[src/hw/rtl/coi_pkg.sv]
package coi_pkg;

   localparam int DIR_W = 16;
   localparam int VAL_W = 32;
   localparam int SQ_W = 32;
   localparam int LEN_W = 34;
   localparam int NRM_W = 31;
   localparam int ACC_W = 34;
   localparam int MET_W = 17;
   localparam int QUO_STEPS = 31;
   localparam int ROOT_STEPS = 17;

   localparam logic [MET_W-1:0] M100 = 17'd65536;
   localparam logic [MET_W-1:0] M110 = 17'd46341;
   localparam logic [MET_W-1:0] M111 = 17'd37837;
   localparam logic [19:0] RECIP_HI = 20'd223754;
   localparam logic [19:0] RECIP_LO = 20'd505053;
   localparam logic [VAL_W-1:0] ONE_Q16 = 32'd65536;

   localparam int IN_W = 3 * DIR_W + 3 * VAL_W;

   typedef struct packed {
      logic signed [VAL_W-1:0] v100;
      logic signed [VAL_W-1:0] v110;
      logic signed [VAL_W-1:0] v111;
      logic zero;
   } side_type;

   typedef struct packed {
      logic [LEN_W-1:0] rem_x;
      logic [LEN_W-1:0] rem_y;
      logic [LEN_W-1:0] rem_z;
      logic [NRM_W-1:0] q_x;
      logic [NRM_W-1:0] q_y;
      logic [NRM_W-1:0] q_z;
      logic [LEN_W-1:0] len;
      logic [SQ_W-1:0] sx;
      logic [SQ_W-1:0] sy;
      logic [SQ_W-1:0] sz;
   } div_type;

   typedef struct packed {
      logic [ACC_W-1:0] rem;
      logic [MET_W-1:0] root;
      logic [ACC_W-1:0] val;
   } root_type;

endpackage

[src/hw/rtl/coi_div_cell.sv]
module coi_div_cell #(
   parameter int STEP = 0
) (
   input  logic clock,
   input  logic reset,
   input  logic valid_in,
   input  logic enable,
   input  coi_pkg::div_type d_in,
   input  coi_pkg::side_type s_in,
   output logic valid_out,
   output coi_pkg::div_type d_out,
   output coi_pkg::side_type s_out
);
   logic valid_ff;
   coi_pkg::div_type d_ff, d_in_c;
   coi_pkg::side_type s_ff;

   function automatic logic [coi_pkg::LEN_W:0] step_one(
      input logic [coi_pkg::LEN_W-1:0] rem,
      input logic [coi_pkg::SQ_W-1:0] sq,
      input logic [coi_pkg::LEN_W-1:0] len
   );
      logic [coi_pkg::LEN_W:0] t;
      logic bitv;
      begin
         // first cell shifts in the low bit of the square, later cells zeros
         bitv = (STEP == 0) ? sq[0] : 1'b0;
         t = {rem, 1'b0} | {{coi_pkg::LEN_W{1'b0}}, bitv};
         if (t >= {1'b0, len}) begin
            step_one = {t[coi_pkg::LEN_W-1:0] - len, 1'b1};
         end else begin
            step_one = {t[coi_pkg::LEN_W-1:0], 1'b0};
         end
      end
   endfunction

   logic [coi_pkg::LEN_W:0] rx, ry, rz;

   always_comb begin
      rx = step_one(d_in.rem_x, d_in.sx, d_in.len);
      ry = step_one(d_in.rem_y, d_in.sy, d_in.len);
      rz = step_one(d_in.rem_z, d_in.sz, d_in.len);
      d_in_c = d_in;
      d_in_c.rem_x = rx[coi_pkg::LEN_W:1];
      d_in_c.rem_y = ry[coi_pkg::LEN_W:1];
      d_in_c.rem_z = rz[coi_pkg::LEN_W:1];
      d_in_c.q_x = {d_in.q_x[coi_pkg::NRM_W-2:0], rx[0]};
      d_in_c.q_y = {d_in.q_y[coi_pkg::NRM_W-2:0], ry[0]};
      d_in_c.q_z = {d_in.q_z[coi_pkg::NRM_W-2:0], rz[0]};
   end

   always_ff @(posedge clock) begin
      if (reset) begin
         valid_ff <= 1'b0;
      end else if (enable) begin
         valid_ff <= valid_in;
      end
      if (enable) begin
         d_ff <= d_in_c;
         s_ff <= s_in;
      end
   end

   assign valid_out = valid_ff;
   assign d_out = d_ff;
   assign s_out = s_ff;
endmodule

[config.mk]
export PLATFORM = sky130hd
export DESIGN_NAME = coi_div_cell
export DESIGN_NICKNAME = d
export VERILOG_FILES = /design/src/hw/rtl/coi_pkg.sv /design/src/hw/rtl/coi_div_cell.sv
export SDC_FILE = /design/constraint.sdc
export NUM_CORES = 1
export LEC_CHECK = 0
export ABC_AREA = 1
export BUFFER_PORTS_ARGS = -buffer_cell sky130_fd_sc_hd__buf_2
export CORE_AREA = 2 2 326 328
export DETAILED_ROUTE_END_ITERATION = 10
export DIE_AREA = 0 0 328 330
export PLACE_DENSITY = 0.54
export REMOVE_ABC_BUFFERS = 1
export SYNTH_ARGS = -nofsm -noshare
export SYNTH_HDL_FRONTEND = slang
export SYNTH_SLANG_ARGS = --single-unit
[constraint.sdc]
create_clock -name clock -period 1.89 [get_ports clock]
set_input_delay 0.0945 -clock clock [delete_from_list [all_inputs] [get_ports clock]]
set_output_delay 0.0945 -clock clock [all_outputs]
set_load 0.03 [all_outputs]
# Word level (Yosys, flattened, before mapping)
# Index checks and enable logic that the tools add are counted.
# totals
output_inout_bits,423
in_bits,426
reg_bits,423
wordCells,27
# op_classes
bitwise_logic,3
n_lt_le_gt_ge,3
muxes,3
n_addsub,3
# op_table
operator,n
$ge A35 B34 Y1,3
$mux W35,3
$or A35 B1 Y35,3
$sub A34 B34 Y34,3

# Logic depth before layout (Yosys ltp)
# depth
depth_word,3
depth_mapped,17
ltp_nobuf,15

# Least setup slack after synthesis
# OpenSTA, ideal clock, no wires.
# synth_timing
path_kind,input to register
startpoint,in d_in[97] in the netlist's numbering
endpoint,"reg d_ff, in the netlist d_out[287], data pin"
path_slack_ns,0.047
stages,15
arrival_time_ns,1.590
setup_ns,0.253
n_path_buf,1
required_time_ns,1.637
path_cell_list,inv_1 ha_1 nand2_1 nor2_1 nor2_2 inv_2 nand2_1 nand3_2 nand2_1 nand2_1 nand2_2 nand2_4 buf_4 nand3_1 nand2_1
# synth_via
elab_chain_cells,2
elab_cells_between_ends,3
classes_between,1 x add/sub; 1 x order compare; 1 x mux
# synth_rtl
item,line,text
from (decl),coi_div_cell.sv:8,"input coi_pkg::div_type d_in,"
$sub A34 B34 Y34 or $ge A35 B34 Y1 (tied branches),"coi_div_cell.sv:30, coi_div_cell.sv:29",
$mux W35 *,coi_div_cell.sv:29,"if (t >= {1'b0, len}) begin"
named net ry (one bit),coi_div_cell.sv:37,"logic [coi_pkg::LEN_W:0] rx, ry, rz;"
to (signal assigned),coi_div_cell.sv:59,d_ff <= d_in_c;
to (decl),coi_div_cell.sv:15,"coi_pkg::div_type d_ff, d_in_c;"
# The timed path passes the listed nets; every way through them passes the cells marked *.
# A chain may end at the register's enable or synchronous reset.

# Final worst setup path
# layout_timing
startpoint,in d_in[285] in the netlist's numbering
endpoint,"reg d_ff, in the netlist d_out[287], data pin"
# layout_via
elab_chain_cells,3
elab_cells_between_ends,4
classes_between,1 x add/sub; 1 x order compare; 1 x mux; 1 x bitwise
# layout_rtl
item,line,text
$or A35 B1 Y35 *,coi_div_cell.sv:28,"t = {rem, 1'b0} | {{coi_pkg::LEN_W{1'b0}}, bitv};"
$sub A34 B34 Y34 or $ge A35 B34 Y1 (tied branches),"coi_div_cell.sv:30, coi_div_cell.sv:29",
$mux W35 *,coi_div_cell.sv:29,
named net ry (one bit),coi_div_cell.sv:37,
# Marks and branches as above.

==> impl_metrics.yaml <==
global_routing:
  grt_max_degree: 89
  grt_pass1_vias: 22630
  gr-usage-met2: 0.3670
  groute.layer.met3.usage: 0.07507
  antenna_found_initial: 41
  grt_overflow: 0
  grt.total_usage: 0.2159
  grt_pass1_wl_mm: 164.6
  met1_usage: 0.2577
  top_usage_layer: "met2"
timing:
  whs_ns: -0.01935
  setup_viol: 0
  setup_tns_ns: 0
  post-route-min-period_ns: 1.834
  finalCritPeriodShare: 0.9703
  finalMaxSlewViolations: 0
  setup_ws_ns: 0.05606
  clock-skew-final_ns: 0
  rsz0062_at_grt: "yes"
  hold_viol_final: 1
  fmax_mhz: 545.3
  worst_slew_pin_slew_ns: 0.5182
  max_slew_margin: 0.6545
setup_path:
  start_kind: "primary input"
  cp.required_ns: 2.28
  end_kind: "register"
  cp_max_fo: 4
  worstSetupPathType: "primary input to register"
  arrival_ns: 2.22
power_and_ir_drop:
  p_sw_w: 0.01045
  p_int_w: 0.02090
  irDropWorstVdd_v: 0.0007256
  p_total_w: 0.03135
  power_frac_comb: 0.297
  pwr_density_cell_nw_per_um2: 829.4
  switching_share: 0.3333
  seq_power_share: 0.376
  leakage_nw: 18.28
  pwr-share-clk: 0.327
floorplan:
  die_w_um: 328
  die_y_um: 330
  core_um2: 104700
  ios: 849
  start_util: 0.2070
  rows: 119
  dieArea_um2: 108200
place:
  dp_cells: 4952
  gp_congestion: 0.9285
  preCtsSetupSlack_ns: -0.5531
  dp_hpwl_mm: 99.97
  portBuffers: 845
  placed_area_um2: 31330
drt:
  route.detailed.drc: 0
  num_vias: 22620
  routedWlPerCell_um: 22.16
  postRouteAntennaNets: 0
  dr.pass1.iters: 5
  drt_iter0_markers: 1252
  wirelength_mm: 121.6
  routed_via_density: 4.124
clock_network:
  cts_tree: "built"
  h-tree-depth: 2
  cts_buffers: 50
  clock-sinks: 423
  clkTransAtPathRegs_ns: 0.06
  root_buffer: "clkbuf_16"
  clk_path_buf_depth: 3
  clk_latency_ns: 0.61
cells_and_area:
  fin_cells: 5486
  layout-drive-gt1-share: 0.3722
  area_growth_pct: 74.44
  num-nets-final: 4567
  stdcell_area_um2: 37800
synth:
  ys_ff_latch: 423
  async_flop_share: 0
  synthTopCellsByCount: "nand2_1 (859), edfxtp_1 (422), inv_1 (330), nor2_1 (162)"
  synth_cell_type_count: 35
  synth_enable_flop_cells: 422
  yosys_most_used_dff: "edfxtp_1"
  syn_inst: 2289
  synth_area_leaders: "edfxtp_1 (58%), nand2_1 (15%), ha_1 (5.9%)"
  yosys.area.top_type: "edfxtp_1"
  ys_seq_area_frac: 0.5858
  netlist_area_um2: 21670
  yosys_warnings: 0
  synth.avg_cell_area_um2: 9.466
  synth.top_cell.area_share: 0.5849
  synth_most_common_cell: "nand2_1"
run_status:
  violations: "hold timing"
  status: "finished with violations"
hold_path:
  hp-class: "primary input to register"
flow_run:
  max_cap_violations: 0
==> timing repair <==
item | 4_1_cts | 5_1_grt
gates resized for setup | 0 | 104
setup buffers | 0 | 4
endpoints found under the setup margin | 0 | 104
hold endpoints to repair | 466 | 2
hold buffers | 420 | 3
==> power by group through the flow <==
| stage | logic (W) | registers (W) | clock network [W] |
|---|---|---|---|
| finish | 0.00931 | 0.0118 | 0.0102 |
| global route | 0.0100 | 0.0119 | 0.0109 |
| CTS | 0.00924 | 0.0118 | 0.0106 |
| detailed placement | 0.00845 | 0.0120 | 0 |
| global placement | 0.00844 | 0.0120 | 0 |
| floorplan | 0.00226 | 0.0137 | 0 |
==> final cells by class <==
class / instances / area, µm²
Clock inverter: 41 / 464.2
Multi-Input combinational cell: 1503 / 7910
Fill cell: 10720 / 66880
Clock buffer: 53 / 1262
Tap cell: 1391 / 1740
Antenna cell: 17 / 42.54
Timing Repair Buffer: 1714 / 12380
Inverter: 344 / 1303
Sequential cell: 423 / 12690
==> placed cells by master (no fill, tap or decap), types with 19 or more instances in the layout <==
cell             n
a21oi_1         70
buf_12          42
buf_2          839
buf_4          406
clkbuf_16       50
dlygate4sd3_1  420
edfxtp_1       422
ha_1            85
inv_1          328
nand2_1        840
nand2_2         40
nand3_1        100
nand3b_1        19
nor2_1         134
nor2_2          32
o21ai_0         29
xor2_1          48
==> worst max-delay path, stage by stage <==
cell           delay (ns)
dlygate4sd3_1        0.60
buf_2                0.15
ha_1                 0.31
nand2_1              0.13
buf_4                0.17
nor2_2               0.11
nand2_1              0.10
nor3_1               0.14
nand2_1              0.15
nand2_1              0.10
nand2_1              0.05
nand3_1              0.08
nand2_1              0.05
==> path summary, 6_finish.rpt <==
kind / startpoint / depth (start not counted) / endpoint / slack, ns
max: d_in[285] / 13 / d_out[287] / 0.06
min: d_in[309] / 3 / d_out[310] / -0.02
max reg2reg: valid_out / 3 / valid_out / 0.74
min reg2reg: valid_out / 3 / valid_out / 1.07
==> registers in the layout, indices dropped and copies added, names as in the netlist <==
register	cells
d_out	325
valid_out	1
s_out	97
==> kinds of logic (layout without fill, tap and decap cells) <==
group / after synthesis / after routing / share of synthesized area
AND/OR/NAND/NOR: 1213 / 1213 / 0.2302
flip-flops: 423 / 423 / 0.5858
buffers and inverters: 363 / 2152 / 0.06866
AO/OA/AOI/OAI: 131 / 131 / 0.03176
adder cells (fa/ha/maj): 105 / 105 / 0.06167
XOR/XNOR: 53 / 53 / 0.02142
multiplexers: 1 / 1 / 0.0004620
other: 0 / 17 / 0
==> stage by stage <==
stage | utilization | hold WS (ns)
after floorplan | - | 0.1669
after global placement | 0.2993 | 0.2706
after detailed placement | 0.2993 | 0.2726
after CTS | 0.3560 | -0.3008
after global routing | 0.3608 | 0.001409
final | 0.3611 | -0.01935
==> layer usage <==
layer  vias to the layer above  wire [µm]
met5                         -         87
met4                        14       3660
met1                     10710      48890
met2                       790      57500
met3                       140      11440
li1                      10970          -
No activity file was read; power rests on OpenSTA's default activity.
