## config.mk

```make
export PLATFORM = sky130hd
export DESIGN_NAME = coi_root_cell
export DESIGN_NICKNAME = d
export VERILOG_FILES = /design/src/hw/rtl/coi_pkg.sv /design/src/hw/rtl/coi_root_cell.sv
export SDC_FILE = /design/constraint.sdc
export NUM_CORES = 1
export LEC_CHECK = 0
export BUFFER_PORTS_ARGS = -buffer_cell sky130_fd_sc_hd__buf_2
export CAP_MARGIN = 20
export CORE_AREA = 2 2 142 144
export CTS_BUF_LIST = sky130_fd_sc_hd__clkbuf_16
export DETAILED_ROUTE_END_ITERATION = 16
export DIE_AREA = 0 0 144 146
export GPL_ROUTABILITY_DRIVEN = 1
export PLACE_DENSITY = 0.73
export SYNTH_ARGS = -nofsm -noshare
export SYNTH_HDL_FRONTEND = slang
export SYNTH_SLANG_ARGS = --single-unit
```

## constraint.sdc

```tcl
create_clock -name clock -period 2.7 [get_ports clock]
set_input_delay 0.54 -clock clock [delete_from_list [all_inputs] [get_ports clock]]
set_output_delay 0.54 -clock clock [all_outputs]
set_load 0.05 [all_outputs]
```

## src/hw/rtl/coi_pkg.sv

```systemverilog
package coi_pkg;

   localparam int DIR_W = 16;
   localparam int VAL_W = 32;
   localparam int SQ_W = 32;
   localparam int LEN_W = 34;
   localparam int NRM_W = 31;
   localparam int ACC_W = 34;
   localparam int MET_W = 17;
   localparam int QUO_STEPS = 31;
   localparam int ROOT_STEPS = 17;

   localparam logic [MET_W-1:0] M100 = 17'd65536;
   localparam logic [MET_W-1:0] M110 = 17'd46341;
   localparam logic [MET_W-1:0] M111 = 17'd37837;
   localparam logic [19:0] RECIP_HI = 20'd223754;
   localparam logic [19:0] RECIP_LO = 20'd505053;
   localparam logic [VAL_W-1:0] ONE_Q16 = 32'd65536;

   localparam int IN_W = 3 * DIR_W + 3 * VAL_W;

   typedef struct packed {
      logic signed [VAL_W-1:0] v100;
      logic signed [VAL_W-1:0] v110;
      logic signed [VAL_W-1:0] v111;
      logic zero;
   } side_type;

   typedef struct packed {
      logic [LEN_W-1:0] rem_x;
      logic [LEN_W-1:0] rem_y;
      logic [LEN_W-1:0] rem_z;
      logic [NRM_W-1:0] q_x;
      logic [NRM_W-1:0] q_y;
      logic [NRM_W-1:0] q_z;
      logic [LEN_W-1:0] len;
      logic [SQ_W-1:0] sx;
      logic [SQ_W-1:0] sy;
      logic [SQ_W-1:0] sz;
   } div_type;

   typedef struct packed {
      logic [ACC_W-1:0] rem;
      logic [MET_W-1:0] root;
      logic [ACC_W-1:0] val;
   } root_type;

endpackage

```

## src/hw/rtl/coi_root_cell.sv

```systemverilog
module coi_root_cell (
   input  logic clock,
   input  logic reset,
   input  logic valid_in,
   input  logic enable,
   input  coi_pkg::root_type r_in,
   input  coi_pkg::side_type s_in,
   output logic valid_out,
   output coi_pkg::root_type r_out,
   output coi_pkg::side_type s_out
);
   logic valid_ff;
   coi_pkg::root_type r_ff, r_c;
   coi_pkg::side_type s_ff;
   logic [coi_pkg::ACC_W+1:0] trial, remw;

   always_comb begin
      r_c = r_in;
      remw = {r_in.rem, r_in.val[coi_pkg::ACC_W-1:coi_pkg::ACC_W-2]};
      trial = {{(coi_pkg::ACC_W+2-coi_pkg::MET_W-2){1'b0}}, r_in.root, 2'b01};
      r_c.val = {r_in.val[coi_pkg::ACC_W-3:0], 2'b00};
      if (remw >= trial) begin
         r_c.rem = coi_pkg::ACC_W'(remw - trial);
         r_c.root = {r_in.root[coi_pkg::MET_W-2:0], 1'b1};
      end else begin
         r_c.rem = remw[coi_pkg::ACC_W-1:0];
         r_c.root = {r_in.root[coi_pkg::MET_W-2:0], 1'b0};
      end
   end

   always_ff @(posedge clock) begin
      if (reset) begin
         valid_ff <= 1'b0;
      end else if (enable) begin
         valid_ff <= valid_in;
      end
      if (enable) begin
         r_ff <= r_c;
         s_ff <= s_in;
      end
   end

   assign valid_out = valid_ff;
   assign r_out = r_ff;
   assign s_out = s_ff;
endmodule

```

# Word level (Yosys, flattened, before mapping)
# Cells that the tools add are included.
# op_classes
add_sub_neg	1
n_lt_le_gt_ge	1
muxes	1
# op_table
cell	count
2-to-1 mux 51 bit	1
>= comparator 36 x 19 -> 1 bit	1
subtractor 34 x 19 -> 34 bit	1
# totals
ff_bits	181
out_inout_bits	183

# Depth between registers and ports, before layout
# Gate-level depths: netlist of run 1.
# logic_depth
word_depth	2
mapped_depth	11
ltp_nobuf	9

# Worst setup path before layout of run 1
# OpenSTA, ideal clock, no wires.
# synth_path
path_type	input port to flip-flop
from	input r_in[41] (netlist bit)
to	register r_ff (netlist bit r_out[78]) (data pin)
slack_ns	-0.115
setup_time_ns	0.266
t_required_ns	2.434
arrival_time_ns	2.549
path_buffers	1
stages	10
cell_sequence	inv_1 -> ha_1 -> a211oi_1 -> nor2_1 -> o31ai_1 -> a31oi_1 -> nor3b_2 -> buf_2 -> nor3_1 -> xor2_1
# synth_rtl
item	line_no	source
from (decl)	coi_root_cell.sv:6	input coi_pkg::root_type r_in,
to (signal assigned)	coi_root_cell.sv:38	r_ff <= r_c;
to (decl)	coi_root_cell.sv:13	coi_pkg::root_type r_ff, r_c;

==> impl_metrics.ini, run 1 <==
[timing]
timing.hold.ws_ns = 0.275
setup_viol = 0
relSlewSlack_pct = 65.5
slew_violations = 0
rsz0062_at_grt = true
hold_violations = 0
worst_slew_pin_slew_ns = 0.517
fmax_mhz = 382
fin_skew_ns = 0
period_share_pct = 96.9
final.min_clock_period_ns = 2.62

[cts]
path_clk_slew_ns = 0.07
tritoncts = yes
clock_sinks = 181
ctsHoldBuffers = 0
clock_path_buffers = 2
htree_levels = 4
clockRootBuffer = clkbuf_16
clkLatencyLatePin_ns = 0.42
cts_made_buffers = 17

[flow_run]
cap_violations = 0

[worst_hold_path]
worstHoldStart = reset
hold_path_class = in2reg

[route]
drt-initial-drc-count = 198
wl_per_cell_um = 18.0
vias = 5219
drc = 0
drtAntennaViolNets = 0
finalWirelength_mm = 20.5
firstDrtPassIters = 4
via_per_inst = 4.58

[power_and_ir_drop]
p_sw_mw = 2.52
pwr-share-seq_pct = 45.2
swShare_pct = 33.2
leakagePower_nw = 4.46
internal_power_mw = 5.07
p_per_area_mw_per_mm2 = 739
clock_power_share_pct = 31.9
p_comb_share_pct = 22.9
vdd_drop_max_mv = 0.428

[synthesis]
synth-seq-area-share_pct = 77.4
synthCells = 423
synth_edf_count = 180
synth_top_cell_by_area = edfxtp_1
avgSynthCellArea_sq_um = 16.6
ys.flop_type = edfxtp_1
async_reset_ff_share_pct = 0
ys.warnings.count = 0
netlist_area_sq_mm = 0.00701
synth_area_leaders = edfxtp_1 77%, ha_1 3.4%, xor2_1 2.5%
synth_top_area_share_pct = 77.1
synth_common_cells = 180 x edfxtp_1, 28 x nand2_1, 28 x o21ai_0
synth_cell_types = 49
yosysMostFrequentCell = edfxtp_1
ys_seq_elements = 181

[global_route]
grt_pass1_wl_mm = 29.6
grt_overflow = 0
met3_usage_pct = 7.63
grt_max_degree = 59
grt_usage_pct = 19.2
grtUsageMet1_pct = 20.6
grtUsageMet2_pct = 32.6
grt.busiest_layer = met2
grt_antenna_before_repair = 8
first_global_vias = 5188

[final_layout]
drive_gt1_share_pct = 54.0
multi_input_comb_area_sq_mm = 0.00151
seq_area_sq_mm = 0.00543
nets = 1062
post-route-util_pct = 53.1
nFillCells = 1691
area_delta_synth_final_pct = 46.6

[setup_path]
crit_arrival_ns = 2.77
critPathCaptureType = flop
crit_fanout = 8
r2r-start = valid_out
cp.required_ns = 2.86
start_kind = input pin
critical_path_class = in2reg
startpoint = r_in[42]

[placed_design]
port_buffers = 366
place.gp.congestion = 0.794
hpwl_mm = 16.3

[die]
core_sq_mm = 0.0193
rows = 51
die_height_um = 146
die-area_sq_mm = 0.0210
initial_core_util_pct = 36.2
die_w_um = 144
pin_count = 369

[status]
status = completed
-- final timing paths --
path | slack [ns] | end | cells after the start
hold / removal | 0.28 | valid_out | 2
setup reg to reg | 2.11 | valid_out | 2
setup / recovery | 0.08 | r_out[82] | 11
hold reg to reg | 0.51 | valid_out | 2
-- registers in the layout (all words and copies together), names as in the netlist --
| register | cells |
|---|---|
| r_out | 83 |
| s_out | 97 |
| valid_out | 1 |
-- kinds of logic after synthesis --
kind of cell             Yosys count  share of synthesized area (%)
flip-flops                       181                           77.4
XOR/XNOR                          32                           4.00
adder cells (fa/ha/maj)           19                           3.39
multiplexers                       2                          0.286
buffers and inverters             32                           1.98
other                              1                         0.0535
AND/OR/NAND/NOR                   91                           7.25
AO/OA/AOI/OAI                     65                           5.62
-- timing repair --
action,CTS,global route
setup endpoints to repair,0,19
gates resized for setup,0,3
buffers inserted,0,1
-- final cells by class --
| class | count | area share [%] |
|---|---|---|
| Multi-Input combinational cell | 211 | 14.7 |
| Clock inverter | 15 | 1.49 |
| Antenna cell | 4 | 0.0974 |
| Tap cell | 265 | 3.23 |
| Sequential cell | 181 | 52.8 |
| Inverter | 23 | 0.840 |
| Timing Repair Buffer | 423 | 22.7 |
| Clock buffer | 17 | 4.14 |
-- power by group through the flow --
| stage | sequential, mW | clock [mW] | combinational [mW] |
|---|---|---|---|
| after floorplan | 4.38 | 0 | 0.256 |
| after global placement | 3.49 | 0 | 1.73 |
| after detailed placement | 3.50 | 0 | 1.75 |
| after CTS | 3.44 | 2.48 | 1.75 |
| after global routing | 3.46 | 2.58 | 1.83 |
| final | 3.43 | 2.42 | 1.74 |
-- per-layer routing --
metal / wire (um) / up-vias
li1: - / 2480
met1: 7430 / 2459
met5: 40 / -
met4: 783 / 6
met3: 2040 / 41
met2: 10200 / 233
-- critical path, cell delays in order --
cell,delay [ns]
buf_2,0.09
inv_1,0.04
ha_1,0.33
and4_1,0.24
nand3_1,0.15
a211o_1,0.32
a31oi_2,0.30
nor3b_4,0.11
buf_12,0.16
nor4_1,0.37
xor2_1,0.12
-- cell usage in the layout (no fill, tap or decap), drive strengths merged, types with 13 or more instances in the layout --
master	instances
a21oi	13
buf	422
clkbuf	18
edfxtp	180
ha	19
inv	33
nand2	28
nor2	13
nor3	15
o21ai	28
xor2	20
-- through the flow --
stage | power [mW] | instances | area (sq um) | worst slack, ns | setup TNS, ns
detailed placement | 5.24 | 1102 | 9650 | -0.361 | -10.38
global placement | 5.22 | 1102 | 9650 | -0.297 | -8.90
global route | 7.87 | 1138 | 10300 | -0.0159 | -0.0276
finish | 7.59 | 1139 | 10300 | 0.0843 | 0
CTS | 7.67 | 1134 | 10200 | 0.0675 | 0
floorplan | 4.63 | 424 | 7060 | 0.00297 | 0
Power figures use the tool's default switching activity.
==> run 2: changes to the inputs <==
--- a/config.mk
+++ b/config.mk
@@ -9,6 +9,7 @@
 export CAP_MARGIN = 20
 export CORE_AREA = 2 2 142 144
 export CTS_BUF_LIST = sky130_fd_sc_hd__clkbuf_16
+export CTS_CLUSTER_DIAMETER = 40
 export DETAILED_ROUTE_END_ITERATION = 16
 export DIE_AREA = 0 0 144 146
 export GPL_ROUTABILITY_DRIVEN = 1
==> constraint.sdc (replaced) <==
create_clock -name clock -period 2.7 [get_ports clock]
set_input_delay 0.27 -clock clock [delete_from_list [all_inputs] [get_ports clock]]
set_output_delay 0.27 -clock clock [all_outputs]
set_load 0.05 [all_outputs]
==> impl_metrics.ini, run 2 (synthesis gave the netlist of run 1 again) <==
[timing]
relSlewSlack_pct = 55.8
worst_slack_ns = 0.258
hold_violations = 0
rsz0062_at_grt = false
slew_violations = 0
fin_skew_ns = 0
period_share_pct = 90.4
final.min_clock_period_ns = 2.44
timing.hold.ws_ns = 0.0183
worst_slew_pin_slew_ns = 0.662
tns_ns = 0
setup_viol = 0
fmax_mhz = 410

[final_layout]
layout_common_cells = 365 x buf_2, 180 x edfxtp_1, 57 x dlygate4sd3_1, 31 x buf_4
largest_reg_flops = 97
final_common_cell = buf_2
fin_cells = 1173
area_delta_synth_final_pct = 51.5
drive_gt1_share_pct = 48.7
stdcell_area_sq_mm = 0.0106
nFillCells = 1602
nets = 1097
post-route-util_pct = 54.9

[power_and_ir_drop]
power_mw = 7.66
leakagePower_nw = 4.59
p_sw_mw = 2.56
swShare_pct = 33.4
p_comb_share_pct = 23.2
clock_power_share_pct = 31.9
internal_power_mw = 5.10
vdd_drop_max_mv = 0.406
p_per_area_mw_per_mm2 = 721
pwr-share-seq_pct = 44.9

[cts]
path_clk_slew_ns = 0.07
cts_made_buffers = 17
clkLatencyLatePin_ns = 0.42
htree_levels = 4
tritoncts = yes
clock_sinks = 181
clock_path_buffers = 2
clockRootBuffer = clkbuf_16
cts_setup_buffers = 0

[placed_design]
place_inst = 1081
hpwl_mm = 16.2
place.gp.congestion = 0.791
port_buffers = 366
place_area_sq_mm = 0.00945
dp_slack_ns = -0.209

[die]
pin_count = 369
rows = 51
die-area_sq_mm = 0.0210
die_w_um = 144
die_height_um = 146
core_sq_mm = 0.0193
initial_core_util_pct = 36.2

[route]
vias = 5433
firstDrtPassIters = 4
drt-initial-drc-count = 242
finalWirelength_mm = 21.9
drtAntennaViolNets = 0
drc = 0
via_per_inst = 4.63
wl_per_cell_um = 18.6

[setup_path]
cp.required_ns = 2.87
critPathCaptureType = flop
crit_fanout = 7
max_stage_delay_ns = 0.54
slowest_stage = or3_1
crit_arrival_ns = 2.61
path_delay_family = simple AND/OR/NAND/NOR gates
start_kind = input pin
cp_cell_sequence = buf_2 -> inv_1 -> ha_1 -> nand3_2 -> or3_4 -> nor4_2 -> nor4_1 -> or3_1 -> nor4_4 -> xor2_1
critical_path_class = in2reg
crit_buf_inv = 2

[global_route]
grt_max_degree = 58
grt_overflow = 0
grt_pass1_wl_mm = 31.6
grt_usage_pct = 20.3
first_global_vias = 5498
grt_antenna_before_repair = 5

[worst_hold_path]
hold_path_class = in2reg

[flow_run]
cap_violations = 0

[status]
status = completed
run 2: cell types whose count changed in the layout (fill, tap and decap cells not counted), sizes merged:
cell	before	now
buf	422	401
dlygate4sd3	0	57
clkbuf	18	17
inv	33	32
clkinv	4	5
diode	4	3
run 2: timing repair:
item / 4_1_cts / 5_1_grt
resized for setup: 0 / 0
hold endpoints to repair: 53 / 4
hold buffers: 53 / 4
run 2: final cells by class:
| cell class | instances | area [sq um] | area share (%) |
|---|---|---|---|
| Inverter | 23 | 86.3 | 0.813 |
| Clock inverter | 15 | 163 | 1.53 |
| Clock buffer | 17 | 425 | 4.01 |
| Timing Repair Buffer | 458 | 2720 | 25.6 |
| Antenna cell | 3 | 7.51 | 0.0707 |
| Tap cell | 265 | 332 | 3.12 |
| Multi-Input combinational cell | 211 | 1450 | 13.7 |
| Sequential cell | 181 | 5430 | 51.1 |
run 2: worst paths after layout:
path,from,to,slack (ns),cells after the start
setup / recovery,r_in[47],r_out[81],0.26,10
hold / removal,s_in[39],s_out[39],0.02,1
setup reg to reg,valid_out,valid_out,2.09,2
hold reg to reg,valid_out,valid_out,0.54,2
run 2: power by group through the flow:
stage	sequential [mW]	combinational, mW	clock [mW]
final	3.44	1.78	2.44
after global routing	3.46	1.87	2.60
after CTS	3.44	1.78	2.51
after detailed placement	3.50	1.71	0
after global placement	3.49	1.70	0
after floorplan	4.38	0.247	0
run 2: per-layer routing:
metal	routed length (um)	GRT usage, %	vias up
li1	-	-	2550
met1	8040	22.9	2570
met2	10600	33.3	252
met3	2090	7.31	57
met4	1080	11.6	4
met5	34	0	-
run 2: worst reg2reg max path, cell delays in order (launching register included):
cell     delay [ns]
dfxtp_1        0.32
mux2i_1        0.13
nor2_1         0.06
